## config.mk

```make
export PLATFORM = sky130hd
export DESIGN_NAME = arc_back
export DESIGN_NICKNAME = d
export VERILOG_FILES = /design/src/arc_pkg.sv /design/src/arc_ram.sv /design/src/arc_back.sv
export VERILOG_INCLUDE_DIRS = /design/src /design/src/src
export SDC_FILE = /design/constraint.sdc
export NUM_CORES = 2
export LEC_CHECK = 0
export BUFFER_PORTS_ARGS = -buffer_cell sky130_fd_sc_hd__buf_2
export CAP_MARGIN = 0
export CORE_MARGIN = 3
export CORE_UTILIZATION = 48
export DETAILED_ROUTE_END_ITERATION = 8
export MAX_ROUTING_LAYER = met4
export PLACE_DENSITY = 0.68
export SYNTH_ARGS = -nofsm -noshare
export SYNTH_HDL_FRONTEND = slang
export SYNTH_SLANG_ARGS = --single-unit
```

## constraint.sdc

```tcl
create_clock -name clock -period 5.6 [get_ports clock]
set_input_delay 0.28 -clock clock [delete_from_list [all_inputs] [get_ports clock]]
set_output_delay 0.28 -clock clock [all_outputs]
set_load 0.01 [all_outputs]
```

## src/assert_macros.svh

```systemverilog
// Assertion macros shared by the RTL of the address region table checker.
// Included by the modules that carry concurrent checks; no other dependencies.
`ifndef ASSERT_MACROS_SVH
`define ASSERT_MACROS_SVH

`ifndef SYNTHESIS
// Clocked property check, disabled while rst is high.
`define ASSERT_CLK(label, clk, rst, prop, msg) \
   label: assert property (@(posedge clk) disable iff (rst) (prop)) else $error(msg);
// Condition that must never hold at a clock edge.
`define ASSERT_NEVER(label, clk, rst, cond, msg) \
   label: assert property (@(posedge clk) disable iff (rst) !(cond)) else $error(msg);
`else
`define ASSERT_CLK(label, clk, rst, prop, msg)
`define ASSERT_NEVER(label, clk, rst, cond, msg)
`endif

`endif

```

## src/arc_pkg.sv

```systemverilog
// Shared constants, types and codes for the address region table checker.
// No dependencies; used by every module of the block but arc_ram.
`timescale 1ns / 1ps

package arc_pkg;

   localparam int ADDR_W      = 32;
   localparam int MAX_REGIONS = 16;
   localparam int PAGE_SHIFT  = 12;
   localparam int IDX_W       = (MAX_REGIONS > 1) ? $clog2(MAX_REGIONS) : 1;
   localparam int CNT_W       = $clog2(MAX_REGIONS + 1);
   localparam int ENTRY_W     = 2 * ADDR_W + 4;
   localparam int QUEUE_DEPTH = 2;
   localparam int QPTR_W      = (QUEUE_DEPTH > 1) ? $clog2(QUEUE_DEPTH) : 1;
   localparam int QCNT_W      = $clog2(QUEUE_DEPTH + 1);

   // page mask on the widened map sum, page size on a 33-bit address
   localparam logic [ADDR_W+1:0] PAGE_MASK = ((ADDR_W+2)'(1) << PAGE_SHIFT) - (ADDR_W+2)'(1);
   localparam logic [ADDR_W:0]   PAGE_SIZE = (ADDR_W+1)'(1) << PAGE_SHIFT;

   localparam int FB_READ  = 0;
   localparam int FB_WRITE = 1;
   localparam int FB_EXEC  = 2;
   localparam int FB_STACK = 3;

   localparam int EC_PRESENT = 0;
   localparam int EC_WRITE   = 1;

   localparam logic [2:0] PERM_USER  = 3'd4;
   localparam logic [2:0] PERM_WRITE = 3'd2;

   localparam logic [1:0] STATUS_OK      = 2'd0;
   localparam logic [1:0] STATUS_REFUSED = 2'd1;
   localparam logic [1:0] STATUS_FULL    = 2'd2;

   localparam logic [0:0] CSR_BASE_IDX = 1'b0;
   localparam logic [0:0] CSR_TOP_IDX  = 1'b1;

   localparam logic [ADDR_W-1:0] BASE_RESET = 32'h0020_0000;
   localparam logic [ADDR_W-1:0] TOP_RESET  = 32'hB000_0000;

   typedef enum logic [1:0] {
      KIND_MAP   = 2'd0,
      KIND_FIND  = 2'd1,
      KIND_FAULT = 2'd2,
      KIND_RANGE = 2'd3
   } arc_kind_type;

   typedef enum logic [1:0] {
      ST_IDLE,
      ST_SCAN,
      ST_SHIFT,
      ST_PUT
   } arc_state_type;

   // classified item handed from the front to the back
   typedef struct packed {
      arc_kind_type      kind;
      logic [ADDR_W-1:0] addr;
      logic [ADDR_W-1:0] map_start;
      logic [ADDR_W-1:0] map_end;
      logic [ADDR_W:0]   range_end;
      logic              ok;
      logic [3:0]        flags;
      logic [2:0]        fault_code;
      logic              write_access;
   } arc_job_type;

endpackage

```

## src/arc_ram.sv

```systemverilog
// Generic single-write, single-read RAM with registered read data.
// No dependencies.
`timescale 1ns / 1ps

module arc_ram #(
   parameter int WIDTH = 8,
   parameter int DEPTH = 16
) (
   input  logic                             clock,
   input  logic                             wr_en,
   input  logic [$clog2(DEPTH)-1:0]         wr_addr,
   input  logic [WIDTH-1:0]                 wr_data,
   input  logic [$clog2(DEPTH)-1:0]         rd_addr,
   output logic [WIDTH-1:0]                 rd_data
);

   logic [WIDTH-1:0] mem_ff [DEPTH];

   always_ff @(posedge clock) begin
      if (wr_en) begin
         mem_ff[wr_addr] <= wr_data;
      end
      rd_data <= mem_ff[rd_addr];
   end

endmodule

```

## src/arc_back.sv

```systemverilog
// Back end: region table in RAM, scan/shift sequencer, fault counter and
// result register. Uses arc_pkg, arc_ram and assert_macros.svh.
`timescale 1ns / 1ps
`include "assert_macros.svh"

module arc_back (
   input  logic                 clock,
   input  logic                 reset,
   input  logic                 job_valid,
   input  arc_pkg::arc_job_type job,
   output logic                 job_pop,
   output logic                 rsp_valid,
   input  logic                 rsp_stall,
   output logic [1:0]           rsp_status,
   output logic                 rsp_found,
   output logic [31:0]          rsp_region_start,
   output logic [31:0]          rsp_region_end,
   output logic [3:0]           rsp_region_flags,
   output logic                 rsp_allowed,
   output logic [2:0]           rsp_pte_perm,
   output logic [31:0]          rsp_fault_count
);

   typedef struct packed {
      logic [1:0]                 status;
      logic                       found;
      logic [arc_pkg::ADDR_W-1:0] region_start;
      logic [arc_pkg::ADDR_W-1:0] region_end;
      logic [3:0]                 region_flags;
      logic                       allowed;
      logic [2:0]                 pte_perm;
   } arc_res_type;

   arc_pkg::arc_state_type     state_ff, state_in;
   arc_pkg::arc_job_type       job_ff, job_in;
   logic [arc_pkg::CNT_W-1:0]  ridx_ff, ridx_in;
   logic [arc_pkg::CNT_W-1:0]  eidx_ff, eidx_in;
   logic [arc_pkg::CNT_W-1:0]  sh_ff, sh_in;
   logic [arc_pkg::CNT_W-1:0]  pos_ff, pos_in;
   logic [arc_pkg::CNT_W-1:0]  count_ff, count_in;
   logic                       dv_ff, dv_in;
   logic                       clash_ff, clash_in;
   logic                       follow_ff, follow_in;
   logic [arc_pkg::ADDR_W:0]   cur_ff, cur_in;
   logic [arc_pkg::ADDR_W-1:0] fault_ff, fault_in;
   logic                       rsp_valid_ff, rsp_valid_in;
   arc_res_type                res_ff, res;
   logic [arc_pkg::ADDR_W-1:0] rfault_ff;

   logic                       wr_en;
   logic [arc_pkg::IDX_W-1:0]  wr_addr;
   logic [arc_pkg::ENTRY_W-1:0] wr_data;
   logic [arc_pkg::ENTRY_W-1:0] rd_data;

   logic [arc_pkg::ADDR_W-1:0] e_start;
   logic [arc_pkg::ADDR_W-1:0] e_end;
   logic [3:0]                 e_flags;
   logic                       issue;
   logic                       hit;
   logic                       perm;
   logic                       stack_bad;
   logic                       fault_ok;
   logic                       start_job;
   logic                       fin;
   logic                       go_shift;
   logic                       shift_done;

   arc_ram #(
      .WIDTH (arc_pkg::ENTRY_W),
      .DEPTH (arc_pkg::MAX_REGIONS)
   ) u_table (
      .clock   (clock),
      .wr_en   (wr_en),
      .wr_addr (wr_addr),
      .wr_data (wr_data),
      .rd_addr (ridx_ff[arc_pkg::IDX_W-1:0]),
      .rd_data (rd_data)
   );

   // entry under evaluation and per-kind decisions
   always_comb begin
      e_start    = rd_data[arc_pkg::ENTRY_W-1 -: arc_pkg::ADDR_W];
      e_end      = rd_data[arc_pkg::ADDR_W+3 -: arc_pkg::ADDR_W];
      e_flags    = rd_data[3:0];
      issue      = (ridx_ff < count_ff);
      hit        = ({1'b0, e_start} <= cur_ff) && (cur_ff < {1'b0, e_end});
      perm       = job_ff.write_access ? e_flags[arc_pkg::FB_WRITE] :
                   e_flags[arc_pkg::FB_READ];
      stack_bad  = job_ff.write_access && e_flags[arc_pkg::FB_STACK] &&
                   (cur_ff < ({1'b0, e_start} + arc_pkg::PAGE_SIZE));
      fault_ok   = job_ff.fault_code[arc_pkg::EC_WRITE] ? e_flags[arc_pkg::FB_WRITE] :
                   (!job_ff.fault_code[arc_pkg::EC_PRESENT] &&
                    (e_flags[arc_pkg::FB_READ] || e_flags[arc_pkg::FB_EXEC]));
      start_job  = (state_ff == arc_pkg::ST_IDLE) && !rsp_valid_ff && job_valid;
      shift_done = (sh_ff == '0) && !dv_ff;
      fin        = 1'b0;
      go_shift   = 1'b0;
      res        = '0;
      case (state_ff)
         arc_pkg::ST_SCAN: begin
            case (job_ff.kind)
               arc_pkg::KIND_MAP: begin
                  if (!job_ff.ok) begin
                     fin        = 1'b1;
                     res.status = arc_pkg::STATUS_REFUSED;
                  end else if (!dv_ff && !issue) begin
                     if (clash_ff) begin
                        fin        = 1'b1;
                        res.status = arc_pkg::STATUS_REFUSED;
                     end else if (count_ff == arc_pkg::CNT_W'(arc_pkg::MAX_REGIONS)) begin
                        fin        = 1'b1;
                        res.status = arc_pkg::STATUS_FULL;
                     end else begin
                        go_shift = 1'b1;
                     end
                  end
               end
               arc_pkg::KIND_FIND, arc_pkg::KIND_FAULT: begin
                  if (dv_ff && hit) begin
                     fin              = 1'b1;
                     res.found        = 1'b1;
                     res.region_start = e_start;
                     res.region_end   = e_end;
                     res.region_flags = e_flags;
                     if (job_ff.kind == arc_pkg::KIND_FAULT) begin
                        res.allowed = fault_ok;
                        res.status  = fault_ok ? arc_pkg::STATUS_OK :
                                      arc_pkg::STATUS_REFUSED;
                        if (fault_ok) begin
                           res.pte_perm = arc_pkg::PERM_USER |
                              (e_flags[arc_pkg::FB_WRITE] ? arc_pkg::PERM_WRITE : 3'd0);
                        end
                     end
                  end else if (!dv_ff && !issue) begin
                     fin        = 1'b1;
                     res.status = arc_pkg::STATUS_REFUSED;
                  end
               end
               arc_pkg::KIND_RANGE: begin
                  res.status = arc_pkg::STATUS_REFUSED;
                  if (!job_ff.ok) begin
                     fin = 1'b1;
                  end else if (dv_ff) begin
                     if (hit) begin
                        if (!perm || stack_bad) begin
                           fin = 1'b1;
                        end else if ({1'b0, e_end} >= job_ff.range_end) begin
                           fin         = 1'b1;
                           res.status  = arc_pkg::STATUS_OK;
                           res.allowed = 1'b1;
                        end
                     end else if (follow_ff) begin
                        // sorted table: only the next entry can continue the run
                        fin = 1'b1;
                     end
                  end else if (!issue) begin
                     fin = 1'b1;
                  end
               end
               default: begin
                  fin        = 1'b1;
                  res.status = arc_pkg::STATUS_REFUSED;
               end
            endcase
         end
         arc_pkg::ST_PUT: begin
            fin              = 1'b1;
            res.status       = arc_pkg::STATUS_OK;
            res.region_start = job_ff.map_start;
            res.region_end   = job_ff.map_end;
            res.region_flags = job_ff.flags;
         end
         default: begin
            fin = 1'b0;
         end
      endcase
   end

   // next state
   always_comb begin
      state_in = state_ff;
      case (state_ff)
         arc_pkg::ST_IDLE: begin
            if (start_job) begin
               state_in = arc_pkg::ST_SCAN;
            end
         end
         arc_pkg::ST_SCAN: begin
            if (fin) begin
               state_in = arc_pkg::ST_IDLE;
            end else if (go_shift) begin
               state_in = arc_pkg::ST_SHIFT;
            end
         end
         arc_pkg::ST_SHIFT: begin
            if (shift_done) begin
               state_in = arc_pkg::ST_PUT;
            end
         end
         arc_pkg::ST_PUT: begin
            state_in = arc_pkg::ST_IDLE;
         end
         default: begin
            state_in = arc_pkg::ST_IDLE;
         end
      endcase
   end

   // datapath and table writes
   always_comb begin
      job_in       = job_ff;
      ridx_in      = ridx_ff;
      eidx_in      = eidx_ff;
      sh_in        = sh_ff;
      pos_in       = pos_ff;
      count_in     = count_ff;
      dv_in        = 1'b0;
      clash_in     = clash_ff;
      follow_in    = follow_ff;
      cur_in       = cur_ff;
      fault_in     = fault_ff;
      wr_en        = 1'b0;
      wr_addr      = eidx_ff[arc_pkg::IDX_W-1:0] + 1'b1;
      wr_data      = rd_data;
      job_pop      = start_job;
      rsp_valid_in = rsp_valid_ff;
      if (rsp_valid_ff && !rsp_stall) begin
         rsp_valid_in = 1'b0;
      end
      if (fin) begin
         rsp_valid_in = 1'b1;
      end
      case (state_ff)
         arc_pkg::ST_IDLE: begin
            if (start_job) begin
               job_in    = job;
               ridx_in   = '0;
               pos_in    = '0;
               clash_in  = 1'b0;
               follow_in = 1'b0;
               cur_in    = {1'b0, job.addr};
               if (job.kind == arc_pkg::KIND_FAULT) begin
                  fault_in = fault_ff + 1'b1;
               end
            end
         end
         arc_pkg::ST_SCAN: begin
            if (go_shift) begin
               // move entries pos..count-1 up by one, top first
               ridx_in = count_ff - 1'b1;
               sh_in   = count_ff - pos_ff;
            end else if (!fin) begin
               dv_in   = issue;
               eidx_in = ridx_ff;
               if (issue) begin
                  ridx_in = ridx_ff + 1'b1;
               end
               if (dv_ff) begin
                  if ((job_ff.map_start < e_end) && (e_start < job_ff.map_end)) begin
                     clash_in = 1'b1;
                  end
                  if (e_start <= job_ff.map_start) begin
                     pos_in = eidx_ff + 1'b1;
                  end
                  if (hit) begin
                     cur_in    = {1'b0, e_end};
                     follow_in = 1'b1;
                  end
               end
            end
         end
         arc_pkg::ST_SHIFT: begin
            dv_in   = (sh_ff != '0);
            eidx_in = ridx_ff;
            if (sh_ff != '0) begin
               ridx_in = ridx_ff - 1'b1;
               sh_in   = sh_ff - 1'b1;
            end
            wr_en = dv_ff;
         end
         arc_pkg::ST_PUT: begin
            wr_en    = 1'b1;
            wr_addr  = pos_ff[arc_pkg::IDX_W-1:0];
            wr_data  = {job_ff.map_start, job_ff.map_end, job_ff.flags};
            count_in = count_ff + 1'b1;
         end
         default: begin
            wr_en = 1'b0;
         end
      endcase
   end

   always_ff @(posedge clock) begin
      if (reset) begin
         state_ff     <= arc_pkg::ST_IDLE;
         count_ff     <= '0;
         fault_ff     <= '0;
         rsp_valid_ff <= 1'b0;
         dv_ff        <= 1'b0;
      end else begin
         state_ff     <= state_in;
         count_ff     <= count_in;
         fault_ff     <= fault_in;
         rsp_valid_ff <= rsp_valid_in;
         dv_ff        <= dv_in;
      end
   end

   always_ff @(posedge clock) begin
      job_ff    <= job_in;
      ridx_ff   <= ridx_in;
      eidx_ff   <= eidx_in;
      sh_ff     <= sh_in;
      pos_ff    <= pos_in;
      clash_ff  <= clash_in;
      follow_ff <= follow_in;
      cur_ff    <= cur_in;
      if (fin) begin
         res_ff    <= res;
         rfault_ff <= fault_ff;
      end
   end

   assign rsp_valid        = rsp_valid_ff;
   assign rsp_status       = res_ff.status;
   assign rsp_found        = res_ff.found;
   assign rsp_region_start = res_ff.region_start;
   assign rsp_region_end   = res_ff.region_end;
   assign rsp_region_flags = res_ff.region_flags;
   assign rsp_allowed      = res_ff.allowed;
   assign rsp_pte_perm     = res_ff.pte_perm;
   assign rsp_fault_count  = rfault_ff;

   `ASSERT_CLK(a_count_bound, clock, reset, count_ff <= arc_pkg::CNT_W'(arc_pkg::MAX_REGIONS), "region count above table size")
   `ASSERT_CLK(a_busy_empty, clock, reset, (state_ff != arc_pkg::ST_IDLE) |-> !rsp_valid_ff, "result pending while busy")
   `ASSERT_CLK(a_put_grows, clock, reset, (state_ff == arc_pkg::ST_PUT) |=> (count_ff == $past(count_ff) + 1'b1), "insert did not grow table")
   `ASSERT_CLK(a_shift_room, clock, reset, (state_ff == arc_pkg::ST_SHIFT) |-> (count_ff < arc_pkg::CNT_W'(arc_pkg::MAX_REGIONS)), "shift into full table")

endmodule
```

==> results.md <==
- Status: finished, final reports clean
- Total negative slack: 0 ps
- Max Used Layer: met4
- Initial DRC count: 4786
- Post CTS Setup Buffer Count: 0
- Synth top area share: 66.3%
- Starting Density: 48.6%
- Primary FF master, synth: edfxtp_1
- Post-synth top area cell: edfxtp_1
- CTS Sinks: 1464
- Hold Vio Cnt, Final: 0
- Cell Pwr Density: 509 mW/mm2
- Required time of the critical path: 6030 ps
- Fin. max-slew vios: 0
- Yosys cell types: 69
- Placed cell area: 0.0655 mm2
- Most common cell after layout, fill and taps aside: edfxtp_1
- CTS tree: built
- Pre-Repair DR Iteration Count: 6
- Hold Crit Depth: 2
- Final cell count without fillers: 6150
- Final setup vio count: 0
- Storage element area: 0.0429 mm2
- DR WL/cell: 28.5 um
- Endpoint class of the critical path: register
- Largest net degree at the start of global routing: 120
- Worst hold slack: 82.7 ps
- Worst-Skew Late Latency: 790 ps
- Port Buffers: 250
- Gr ovfl total: 0
- Syn Nets: 4268
- Path depth of the worst reg2reg path: 15
- Die X-Extent: 364 um
- Total global-route track usage: 27.0%
- Min-delay worst type: in -> reg
- DR vias: 37200
- Reg2reg setup slack: 570 ps
- CP Max Fanout: 53
- Share of layout cells above drive strength 1: 19.0%
- Period utilisation layout: 89.9%
- Met3 wire length: 15900 um
- Avg Cell Area, Syn: 15.8 um2
- CP startpoint kind: register
- Via/cell ratio: 6.04
- Hold Path End: fault_ff[1]$_SDFFE_PP0P_
- Post-synth EDFFs: 1355
- Critical path class: reg -> reg
- Post-route ant nets: 0
- Vias in the first global route: 36000
- Synthesis Warnings: 0
- Worst-path clk slew: 60 ps
- Ys async rst share: 0%
- Synthesized cell area: 0.0614 mm2
- Die Ht: 364 um
- Layout net count: 4769
- Placer Congestion: 0.947
- F_max: 0.199 GHz
- Dpl cells: 5735
- Worst Skew: 39.2 ps
- Tmin final: 5030 ps
- CTS Buf Count: 150
- Least-Margin Pin Slew: 1380 ps
- Worst vdd ir: 0.000419 V
- H-tree Lvls: 4
- Core ar.: 0.126 mm2
- Routed wl met2: 82700 um
- Fillers: 9640
- Worst hold start: reset
- Synth top area cells: edfxtp_1 66%, ha_1 5.0%, mux4_2 5.0%
- Routed wire length: 175000 um
- Static Leak: 25.6 nW
- Post-DP HPWL: 106000 um
- Arrival time at the worst endpoint: 5460 ps
- Die area: 0.132 mm2
- # IOs: 253
- Cells after Synth: 3876
- Drc violations: 0
- Multi-input logic area: 0.0173 mm2
- Area grow syn2layout: 16.7%
- Row cnt: 130
- Commonest cells after routing, fill and taps aside: 1355 x edfxtp_1, 256 x nand2_1, 250 x buf_2, 245 x ha_1, 225 x mux2i_1
- First-pass GRT wire length: 249000 um
- Bufs on Longest Clock Path: 3
- Slew headroom: 7.57%
- FF-to-FF Start: u_table.rd_data[50]$_DFF_P_
- Worst R2R End: rsp_fault_count[21]$_DFFE_PP_
- Met1 WL: 71600 um
- Synthesized flop and latch total: 1464
- Unrepaired setup endpoints after global routing: false
- Design area: 0.0716 mm2
- Initial antenna violation count: 11
- Sequential-to-total area share from yosys stat: 69.8%
- Max-cap violations: 0
- Root buf cell: clkbuf_16
cells by family after synthesis:
family	count (synthesis)	share of synthesized area, %
adder cells (fa/ha/maj)	248	5.07
flip-flops	1464	69.8
AO/OA/AOI/OAI	655	6.79
other	1	0.00611
XOR/XNOR	61	0.870
buffers and inverters	366	2.25
AND/OR/NAND/NOR	612	4.56
multiplexers	469	10.6
final cells by class:
cell class	count	share of cell area, %
flip-flops and latches	1464	59.8
clock inverters	67	0.889
diodes	2	0.00699
well taps	1650	2.88
repair buffers	504	5.30
multi-input cells	2046	24.2
clock buffers	206	5.78
inverters	211	1.11
worst max-delay path by stage:
stage	slack, ps	cells past startpoint	endpoint	from
2_1_floorplan	710	6	u_table.mem_ff[1][0]$_DFFE_PP_	register
3_3_place_gp	670	18	rsp_region_end[6]$_DFFE_PP_	u_table.rd_data[50]$_DFF_P_
3_5_place_dp	680	18	rsp_region_end[0]$_DFFE_PP_	u_table.rd_data[50]$_DFF_P_
4_1_cts	640	18	rsp_region_start[2]$_DFFE_PP_	u_table.rd_data[50]$_DFF_P_
5_1_grt	280	18	rsp_region_start[5]$_DFFE_PP_	u_table.rd_data[50]$_DFF_P_
6_report	570	15	rsp_fault_count[21]$_DFFE_PP_	u_table.rd_data[50]$_DFF_P_
worst max-delay path: stages (launching register included):
cell and delay [ps]:
dfxtp_1 610, nand3_1 240, nor2_1 250, nand4_1 180
xor2_1 200, ha_1 320, a21oi_1 140, nand2_1 70
a221oi_1 460, nand4b_1 330, nand4b_1 260, a21boi_0 140
o32a_1 370, nand2_1 280, and2_4 440, buf_12 330
metal layers:
metal | track usage [%] | vias to the layer above
met1 | 36.9 | 18900
met2 | 41.9 | 1906
met5 | - | -
met4 | 8.01 | 0
met3 | 4.76 | 288
li1 | - | 16100
per-stage QoR:
| stage | total power [mW] | setup slack [ps] | utilization, % |
|---|---|---|---|
| finish | 36.4 | 568 | 56.7 |
| CTS | 36.5 | 645 | 56.7 |
| detailed placement | 26.6 | 682 | 51.8 |
| floorplan | 22.3 | 707 | - |
| global route | 38.0 | 284 | 56.7 |
| global placement | 26.4 | 665 | 51.8 |
cell usage after synthesis, drive strengths merged (9+ instances only):
library cell  count
and3             19
and2              9
a221oi           76
edfxtp         1355
or3               9
mux4            136
ha              247
a22o             22
mux2            108
nand3            46
nor3             25
a21o             31
a22oi            69
o21a              9
nand4            42
inv             210
clkbuf          113
mux2i           225
dfxtp           109
nor4             10
a21oi           158
a211oi           11
buf              42
xor2             31
nand2           256
nor2b            13
nor2            151
o21ai           220
xnor2            30
registers in the layout (all words and copies together) (netlist names), 2 cells and up, named ones only:
| register | count |
|---|---|
| u_table.mem_ff | 1088 |
| cur_ff | 32 |
| job_ff | 107 |
| sh_ff | 5 |
| rsp_status | 2 |
| eidx_ff | 5 |
| fault_ff | 32 |
| u_table.rd_data | 68 |
| rsp_region_flags | 4 |
| rsp_region_start | 32 |
| count_ff | 5 |
| ridx_ff | 5 |
| rsp_region_end | 32 |
| rsp_fault_count | 32 |
| pos_ff | 5 |
| rsp_pte_perm | 2 |
power by group:
| part | switching (mW) | leakage, nW | internal (mW) | total [mW] |
|---|---|---|---|---|
| Combinational | 7.34 | 10.1 | 4.22 | 11.6 |
| Sequential | 0.986 | 13.2 | 14.1 | 15.1 |
| Clock | 4.16 | 2.32 | 5.60 | 9.77 |
timing repair:
| action | 4_1_cts | 5_1_grt |
|---|---|---|
| resized for setup | 0 | 0 |
| endpoints found under the hold margin | 140 | 0 |
| hold buffers | 140 | 0 |
Power figures use the tool's default switching activity.
